===== config.mk =====
export PLATFORM = sky130hd
export DESIGN_NAME = tks_cell
export DESIGN_NICKNAME = d
export VERILOG_FILES = /design/src/hdl/tks_pkg.sv /design/src/hdl/tks_cell.sv
export SDC_FILE = /design/constraint.sdc
export NUM_CORES = 1
export LEC_CHECK = 0
export CAP_MARGIN = 10
export CELL_PAD_IN_SITES_DETAIL_PLACEMENT = 1
export CELL_PAD_IN_SITES_GLOBAL_PLACEMENT = 2
export CORE_ASPECT_RATIO = 1.1
export CORE_MARGIN = 4
export CORE_UTILIZATION = 23
export CTS_BUF_LIST = sky130_fd_sc_hd__clkbuf_2
export CTS_CLUSTER_DIAMETER = 50
export DETAILED_ROUTE_END_ITERATION = 12
export DONT_BUFFER_PORTS = 1
export HOLD_SLACK_MARGIN = 0.02
export PLACE_DENSITY = 0.54
export SLEW_MARGIN = 20
export SYNTH_ARGS = -nofsm -noshare
export SYNTH_HDL_FRONTEND = slang
export SYNTH_SLANG_ARGS = --single-unit

===== constraint.sdc =====
create_clock -name i_clk -period 4.5 [get_ports i_clk]
set_clock_uncertainty 0.2 [all_clocks]
set_input_delay 0.9 -clock i_clk [delete_from_list [all_inputs] [get_ports i_clk]]
set_output_delay 0.9 -clock i_clk [all_outputs]
set_load 0.01 [all_outputs]

===== src/hdl/tks_pkg.sv =====
// ----------------------------------------------------------------------------
// tks_pkg
// Shared types and constants for the top-k score sorter.
// ----------------------------------------------------------------------------
package tks_pkg;

    localparam int SCORE_W     = 32;
    localparam int DOC_W       = 16;
    localparam int RANK_W      = 7;
    localparam int DEPTH_DEF   = 64;
    localparam int S_TDATA_W   = 48;
    localparam int M_TDATA_W   = 56;

    typedef struct packed {
        logic                      valid;
        logic signed [SCORE_W-1:0] score;
        logic        [DOC_W-1:0]   doc;
    } t_entry;

    typedef struct packed {
        logic ins;
        logic pop;
    } t_cell_ctrl;

endpackage


===== src/hdl/tks_cell.sv =====
// ----------------------------------------------------------------------------
// tks_cell
// One slot of the insertion chain: holds a pair, compares it to the incoming
// pair, and shifts down on insert or up on drain.
// ----------------------------------------------------------------------------
module tks_cell
    import tks_pkg::*;
(
    input  logic       i_clk,
    input  logic       i_rst_n,
    input  t_cell_ctrl i_ctrl,
    input  t_entry     i_new,
    input  t_entry     i_prev,
    input  logic       i_prev_gt,
    input  t_entry     i_next,
    output t_entry     o_entry,
    output logic       o_gt
);

    logic                      r_valid;
    logic signed [SCORE_W-1:0] r_score;
    logic        [DOC_W-1:0]   r_doc;
    t_entry                    n_entry;

    // new pair belongs above this slot (ties stay below)
    assign o_gt = !r_valid || (i_new.score > r_score);

    always_comb begin
        n_entry = '{valid: r_valid, score: r_score, doc: r_doc};
        if (i_ctrl.pop) begin
            n_entry = i_next;
        end else if (i_ctrl.ins) begin
            if (i_prev_gt) begin
                n_entry = i_prev;
            end else if (o_gt) begin
                n_entry = i_new;
            end
        end
    end

    always_ff @(posedge i_clk) begin
        if (!i_rst_n) begin
            r_valid <= 1'b0;
        end else begin
            r_valid <= n_entry.valid;
        end
        r_score <= n_entry.score;
        r_doc   <= n_entry.doc;
    end

    assign o_entry = '{valid: r_valid, score: r_score, doc: r_doc};

endmodule


==> results.md, run 1 <==
- Height of the chip: 134 µm
- Non-filler cells, final: 521
- Reg2Reg Capture Point: r_doc[5]
- Average cell area after synthesis: 9.82 µm²
- Worst hold path endpoint: r_valid
- Critical path fanouts, max: 5
- Ordered list of cells on the worst path: inv_1 > ha_1 > nand4_2 > or4_1 > or3_1 > o21ai_1 > nor2_1 > o21ai_1
- Placeable Area: 14000 µm²
- Cell type of the slowest stage on the worst timing path: or4_1
- Clock buffer depth: 2
- Count of hold buffers inserted by post-cts repair: 0
- Antenna violations before repair: 3
- NumNets Final: 515
- Clock tree from TritonCTS: yes
- Hpwl dp: 7660 µm
- IR drop worst, VDD: 0.0917 mV
- Top cell types by occurrence after synthesis: nand2_1, o21ai_1, mux2i_1, edfxtp_1, inv_1
- Setup-violating endpoint count in the final report: 0
- Number of distinct library cell variants in the gate-level netlist after synthesis: 30
- Setup slack of the critical path after layout: 0.492 ns
- Combined flip-flop and latch cell area: 1460 µm²
- Core Rows: 45
- Hold Path Origin: i_rst_n
- Routed wire length per instance: 18.3 µm
- Leading register cell type out of synthesis: edfxtp_1
- CP top delay family: simple AND/OR/NAND/NOR gates
- Buffering stage count on the worst path with inverters included: 1
- Number of flops mapped to enable cells by yosys: 48
- Startpoint Class: register
- Final RePlAce weighted congestion: 0.655
- Post-route total power: 0.990 mW
- Stage delay of the slowest cell on the critical path: 0.53 ns
- Most common cell on crit path: o21ai_1
- Fraction of post-synthesis cell area in the top cell type by area: 43.2%
- Proportion of synthesized chip area in sequential cells: 43.8%
- Clock root cell: clkbuf_2
- Synthesized cell area: 3340 µm²
- Count of yosys warnings during synthesis: 0
- Global-route wire length before repair: 14200 µm
- Die area: 16500 µm²
- Endpoints failing hold: 0
- Detailed-route wire length: 9550 µm
- Final count of pins violating max slew: 0
- Multi-input gate area: 1680 µm²
- Clock transition time at the flip-flop clock pins of the worst setup and hold paths: 0.25 ns
- Maximum number of pins on one net before global-route repair: 99
- Vias: 2464
- Minimum setup slack among reg-to-reg paths: 1.11 ns
- Ratio of cells with drive above 1 in the final layout: 4.52%
- Per-cell via count in the routed design: 4.73
- Placement-stage cell area: 3540 µm²
- Transition time at the pin with the least slew margin: 0.421 ns
- Effective utilization at floorplan: 23.8%
- Ys async rst share: 0%
- H-tree levels: 2
- Instance count along the most critical hold path: 2
- Pleak: 1.54 nW
- Setup_tns: 0 ns
- Start of the worst register-to-register path: r_score[31]
- Final standard cell area without fillers: 3580 µm²
- Run status: complete, no violations
- Ratio of total power to cell area: 276 nW/µm²
- Maximum achievable frequency: 250 MHz
- Setup repair after global routing missed its margin: no
- Vias in the first global route: 2650
- Req. time, crit path: 3.40 ns
- TritonCTS buffer count: 5
- Number of logic stages on the critical path including buffering: 8
- Die span in x: 123 µm
- Cells taking the most area after synthesis: edfxtp_1, mux2i_1, ha_1
- DRC violations left: 0
- Worst Setup Path Type: reg -> out
- Arrival time at the worst endpoint: 2.91 ns
- Gates resized, CTS repair: 0
- Headroom to the max-slew limit: 71.9%
- Biggest area consumer among synthesized cells: edfxtp_1
- TritonCTS sink count: 49
- Worst setup slack before clock tree synthesis: 0.564 ns
- Clk_lat worst skew: 0.46 ns
- Number of placed instances with taps included: 512
- Antenna violation net count after detailed routing: 0
- Number of optimization iterations in the first detailed-route pass: 4
- Cells after synthesis: 340
- Layout overhead on the synthesized area: 7.35%
- Synthesis-stage register bit count: 49
- Net count of the mapped netlist: 524
- Total setup buffers inserted after CTS: 0
- Count of routing violations after the opening detailed-route iteration: 34
- Quantity of I/O buffers inserted on ports: 0
- Critical path endpoint category: primary output
- Filler Cell Count: 1615
- R2R cell count: 9
- Type of the worst min-delay path: in -> reg
- Count leader, synth: nand2_1
- Global route total overflow: 0
- Final critical delay including setup and external delays: 4.01 ns
- Global Route Usage Sum: 11.3%
- # IOs: 202
- Fraction of the cycle the final worst path needs: 89.1%
- MaxCap Viol Count: 0
[area by class of cell]
cell class / instances / share of cell area, %
diodes: 1 / 0.0698
clock buffers: 8 / 1.12
inverters: 34 / 3.56
multi-input cells: 239 / 46.8
flip-flops and latches: 49 / 40.8
well taps: 188 / 6.56
repair buffers: 2 / 1.12
[worst register-to-register path, stage by stage, from the launching register on]
cell       delay [ns]
edfxtp_1         0.49
inv_1            0.07
ha_1             0.36
nand4_2          0.15
or4_1            0.53
or3_1            0.37
o21ai_1          0.14
a2bb2oi_2        0.20
a21o_2           0.42
buf_12           0.23
[state kept, by name (all words and copies together) (netlist names)]
register,count
r_doc,16
r_score,32
r_valid,1
[how the worst max path moves through the flow]
stage | from | end
final | r_score[31] | o_gt
after global routing | r_score[31] | o_gt
after CTS | r_score[27] | o_gt
after detailed placement | i_new[43] | o_gt
after global placement | i_new[43] | o_gt
after floorplan | i_new[43] | r_doc[0]
[kinds of logic (layout without fill, tap and decap cells)]
logic type / count (synthesis) / in the layout / synth area share (%)
multiplexers: 49 / 49 / 14.7
AND/OR/NAND/NOR: 79 / 79 / 10.6
AO/OA/AOI/OAI: 79 / 79 / 12.9
adder cells (fa/ha/maj): 32 / 32 / 12.0
buffers and inverters: 52 / 44 / 6.03
flip-flops: 49 / 49 / 43.8
other: 0 / 1 / 0
[power breakdown]
part | switching [mW] | leakage, nW | internal (mW)
Combinational | 0.0982 | 1.00 | 0.0875
Clock | 0.144 | 0.0332 | 0.0456
Sequential | 0.0541 | 0.505 | 0.560
Total | 0.296 | 1.54 | 0.694
[stage by stage]
step | hold WS [ns] | utilization (%)
final | 0.342 | 25.6
after global routing | 0.270 | 25.6
after CTS | 0.267 | 25.5
after floorplan | 0.368 | -
after global placement | 0.527 | 25.3
after detailed placement | 0.509 | 25.3
[layout by cell type (no fill, tap or decap), types with 2 or more instances in the layout]
master	count
a21oi_1	13
a221oi_1	2
and4_1	2
buf_12	2
clkbuf_2	8
edfxtp_1	48
ha_1	32
inv_1	34
mux2i_1	49
nand2_1	57
nand3_1	6
nand4_1	4
nand4_2	2
nor2_1	3
o21ai_0	5
o21ai_1	52
[metal layers]
metal | vias up | part of all wire (%) | global-route usage, %
met5 | - | 0.36 | 0
met3 | 8 | 12 | 5.48
met2 | 117 | 48 | 18.4
met4 | 4 | 1.1 | 3.55
li1 | 1197 | - | -
met1 | 1138 | 38 | 13.0
No activity file was read; power rests on OpenSTA's default activity.
==> inputs of run 2 (changes only) <==
--- a/config.mk
+++ b/config.mk
@@ -10,13 +10,14 @@
 export CELL_PAD_IN_SITES_GLOBAL_PLACEMENT = 2
 export CORE_ASPECT_RATIO = 1.1
 export CORE_MARGIN = 4
-export CORE_UTILIZATION = 23
+export CORE_UTILIZATION = 35
 export CTS_BUF_LIST = sky130_fd_sc_hd__clkbuf_2
 export CTS_CLUSTER_DIAMETER = 50
 export DETAILED_ROUTE_END_ITERATION = 12
 export DONT_BUFFER_PORTS = 1
+export GPL_ROUTABILITY_DRIVEN = 0
 export HOLD_SLACK_MARGIN = 0.02
-export PLACE_DENSITY = 0.54
+export PLACE_DENSITY = 0.77
 export SLEW_MARGIN = 20
 export SYNTH_ARGS = -nofsm -noshare
 export SYNTH_HDL_FRONTEND = slang
==> run 2 against run 1 <==
Effect of this change: global-route usage increased by 3.2 points; first-iteration DRC count up 68%; largest power group unchanged; worst setup slack improved by 0.11 ns; combinational power shrank 3%; die area down 32%; utilization increased by 12 points; power is 10% higher; non-clock buffer count did not move; routed wire length is 13% lower; largest cell class unchanged.
==> results.md, run 2 (synthesis gave the netlist of run 1 again) <==
- Core Rows: 37 (-18%)
- Global-route wire length before repair: 12900 µm (-9.4%)
- Filler Cell Count: 1079 (-33%)
- Arrival time at the worst endpoint: 2.80 ns (-0.11 ns)
- Worst Setup Path Type: reg -> out
- Endpoints failing hold: 0 (unchanged)
- Vias in the first global route: 2580 (-2.6%)
- Commonest non-fill, non-tap cells in the layout: nand2_1, o21ai_1, mux2i_1, edfxtp_1, inv_1
- Clock root cell: clkbuf_2
- Antenna violations before repair: 2 (-1)
- Reg2Reg Capture Point: r_score[4]
- Count of routing violations after the opening detailed-route iteration: 57 (+68%)
- Pleak: 1.55 nW (+0.57%)
- Run status: complete, no violations
- Ratio of total power to cell area: 310 nW/µm² (+12%)
- Setup-violating endpoint count in the final report: 0 (unchanged)
- Detailed-route wire length: 8330 µm (-13%)
- Req. time, crit path: 3.40 ns (about the same)
- Global Route Usage Sum: 14.5% (+3.2 points)
- Minimum setup slack among reg-to-reg paths: 1.27 ns (+0.16 ns)
- MaxCap Viol Count: 0 (unchanged)
- Multi-input gate area: 1680 µm² (unchanged)
- Most common library cell in the layout ignoring fill and taps: nand2_1
- DRC violations left: 0 (unchanged)
- Vias: 2427 (-1.5%)
- Flip-flop count of the largest register after layout: 32 (unchanged)
- Clock tree from TritonCTS: yes
- Per-cell via count in the routed design: 5.41 (+14%)
- Count of hold buffers inserted by post-cts repair: 0 (unchanged)
- Cell type of the slowest stage on the worst timing path: or4_1
- Critical path fanouts, max: 5 (unchanged)
- TritonCTS sink count: 49 (unchanged)
- Global route total overflow: 0 (unchanged)
- R2R cell count: 9 (unchanged)
- CP top delay family: simple AND/OR/NAND/NOR gates
- Ratio of cells with drive above 1 in the final layout: 4.52% (unchanged)
- Die span in x: 101 µm (-18%)
- Start of the worst register-to-register path: r_score[31]
- Clock buffer depth: 2 (unchanged)
- Fraction of the cycle the final worst path needs: 86.7% (-2.4 points)
- Total setup buffers inserted after CTS: 0 (unchanged)
- Hold Path Origin: i_rst_n
- Number of placed instances with taps included: 441 (-14%)
- Ordered list of cells on the worst path: inv_1 > ha_1 > nand4_2 > or4_1 > or3_1 > o21ai_1 > nor2_1 > o21ai_1
- Final count of pins violating max slew: 0 (unchanged)
- Maximum number of pins on one net before global-route repair: 99 (unchanged)
- Hpwl dp: 6770 µm (-12%)
- Clock transition time at the flip-flop clock pins of the worst setup and hold paths: 0.26 ns (about the same)
- Layout overhead on the synthesized area: 5.36%
- Clk_lat worst skew: 0.42 ns (-0.04 ns)
- Gates resized, CTS repair: 0 (unchanged)
- Height of the chip: 110 µm (-18%)
- IR drop worst, VDD: 0.150 mV (+64%)
- Largest regs: r_score x32, r_doc x16, r_valid x1
- Quantity of I/O buffers inserted on ports: 0 (unchanged)
- Die area: 11200 µm² (-32%)
- Critical path endpoint category: primary output
- # IOs: 202 (unchanged)
- Setup_tns: 0 ns (unchanged)
- Setup repair after global routing missed its margin: no
- Transition time at the pin with the least slew margin: 0.375 ns (-0.0462 ns)
- Routed wire length per instance: 18.5 µm (+1.2%)
- Combined flip-flop and latch cell area: 1460 µm² (unchanged)
- Headroom to the max-slew limit: 75.0% (+3.1 points)
- Startpoint Class: register
- Register bank with the most flops: r_score
- Stage delay of the slowest cell on the critical path: 0.52 ns (about the same)
- Buffering stage count on the worst path with inverters included: 1 (unchanged)
- Most common cell on crit path: o21ai_1
- Antenna violation net count after detailed routing: 0 (unchanged)
- Antenna diodes: 0 (-1)
- H-tree levels: 2 (unchanged)
- NumNets Final: 515 (unchanged)
- Worst hold path endpoint: r_valid
- Placeable Area: 9350 µm² (-33%)
- Number of optimization iterations in the first detailed-route pass: 4 (unchanged)
- Type of the worst min-delay path: in -> reg
- Instance count along the most critical hold path: 2 (unchanged)
- Maximum achievable frequency: 256 MHz (+2.7%)
- Final critical delay including setup and external delays: 3.90 ns (-0.106 ns)
- TritonCTS buffer count: 5 (unchanged)
- Non-filler cells, final: 449 (-14%)
- Effective utilization at floorplan: 35.7% (+12 points)
[run 2: cell count changes in the layout (fill, tap and decap cells not counted), sizes merged]
cell    before  now
clkinv       0    1
clkbuf       8    5
diode        1    0
bufinv       0    2
[run 2: power by group]
group | internal [mW] | leakage [nW] | switching, mW
Clock | 0.149 | 0.0529 | 0.147
Sequential | 0.560 | 0.505 | 0.0516
Combinational | 0.0847 | 0.989 | 0.0965
[run 2: final cells by class]
type / instances / area share (%)
multi-input combinational: 239 / 47.7
sequential: 49 / 41.6
tap: 117 / 4.16
inverter: 34 / 3.63
clock inverter: 3 / 1.85
clock buffer: 5 / 0.711
timing repair buffer: 2 / 0.427
[run 2: worst max-delay path by stage]
stage                           start  endpoint  slack (ns)  cells past startpoint
after floorplan             i_new[43]  r_doc[0]        0.36                      7
after global placement      i_new[43]      o_gt        0.68                      7
after detailed placement    i_new[43]      o_gt        0.64                      7
after CTS                 r_score[27]      o_gt        0.51                      8
after global routing      r_score[27]      o_gt        0.36                      8
final                     r_score[31]      o_gt        0.60                      8
[run 2: worst reg2reg max path: cells and delay by family, from the launching register on]
family,cells,cell delay [ns]
buffers and inverters,2,0.39
AND/OR/NAND/NOR,3,1.02
flip-flops,1,0.48
adder cells (fa/ha/maj),1,0.37
AO/OA/AOI/OAI,3,0.48
[run 2: metrics by stage]
| step | hold WS, ns | util (%) | cell area (µm²) | power, mW | setup WS [ns] |
|---|---|---|---|---|---|
| floorplan | 0.368 | - | 3340 | 0.777 | 0.362 |
| global placement | 0.471 | 36.6 | 3430 | 0.803 | 0.678 |
| detailed placement | 0.490 | 36.6 | 3430 | 0.811 | 0.643 |
| CTS | 0.330 | 37.6 | 3520 | 1.11 | 0.507 |
| global route | 0.313 | 37.6 | 3520 | 1.16 | 0.359 |
| finish | 0.383 | 37.6 | 3520 | 1.09 | 0.598 |
[run 2: per-layer routing]
metal  vias to the layer above  part of all wire [%]  track usage [%]
li1                       1196                     -                -
met3                         6                    10             5.24
met4                         4                  0.41             2.66
met2                       107                    52             26.5
met1                      1114                    37             15.8
met5                         -                  0.31                0
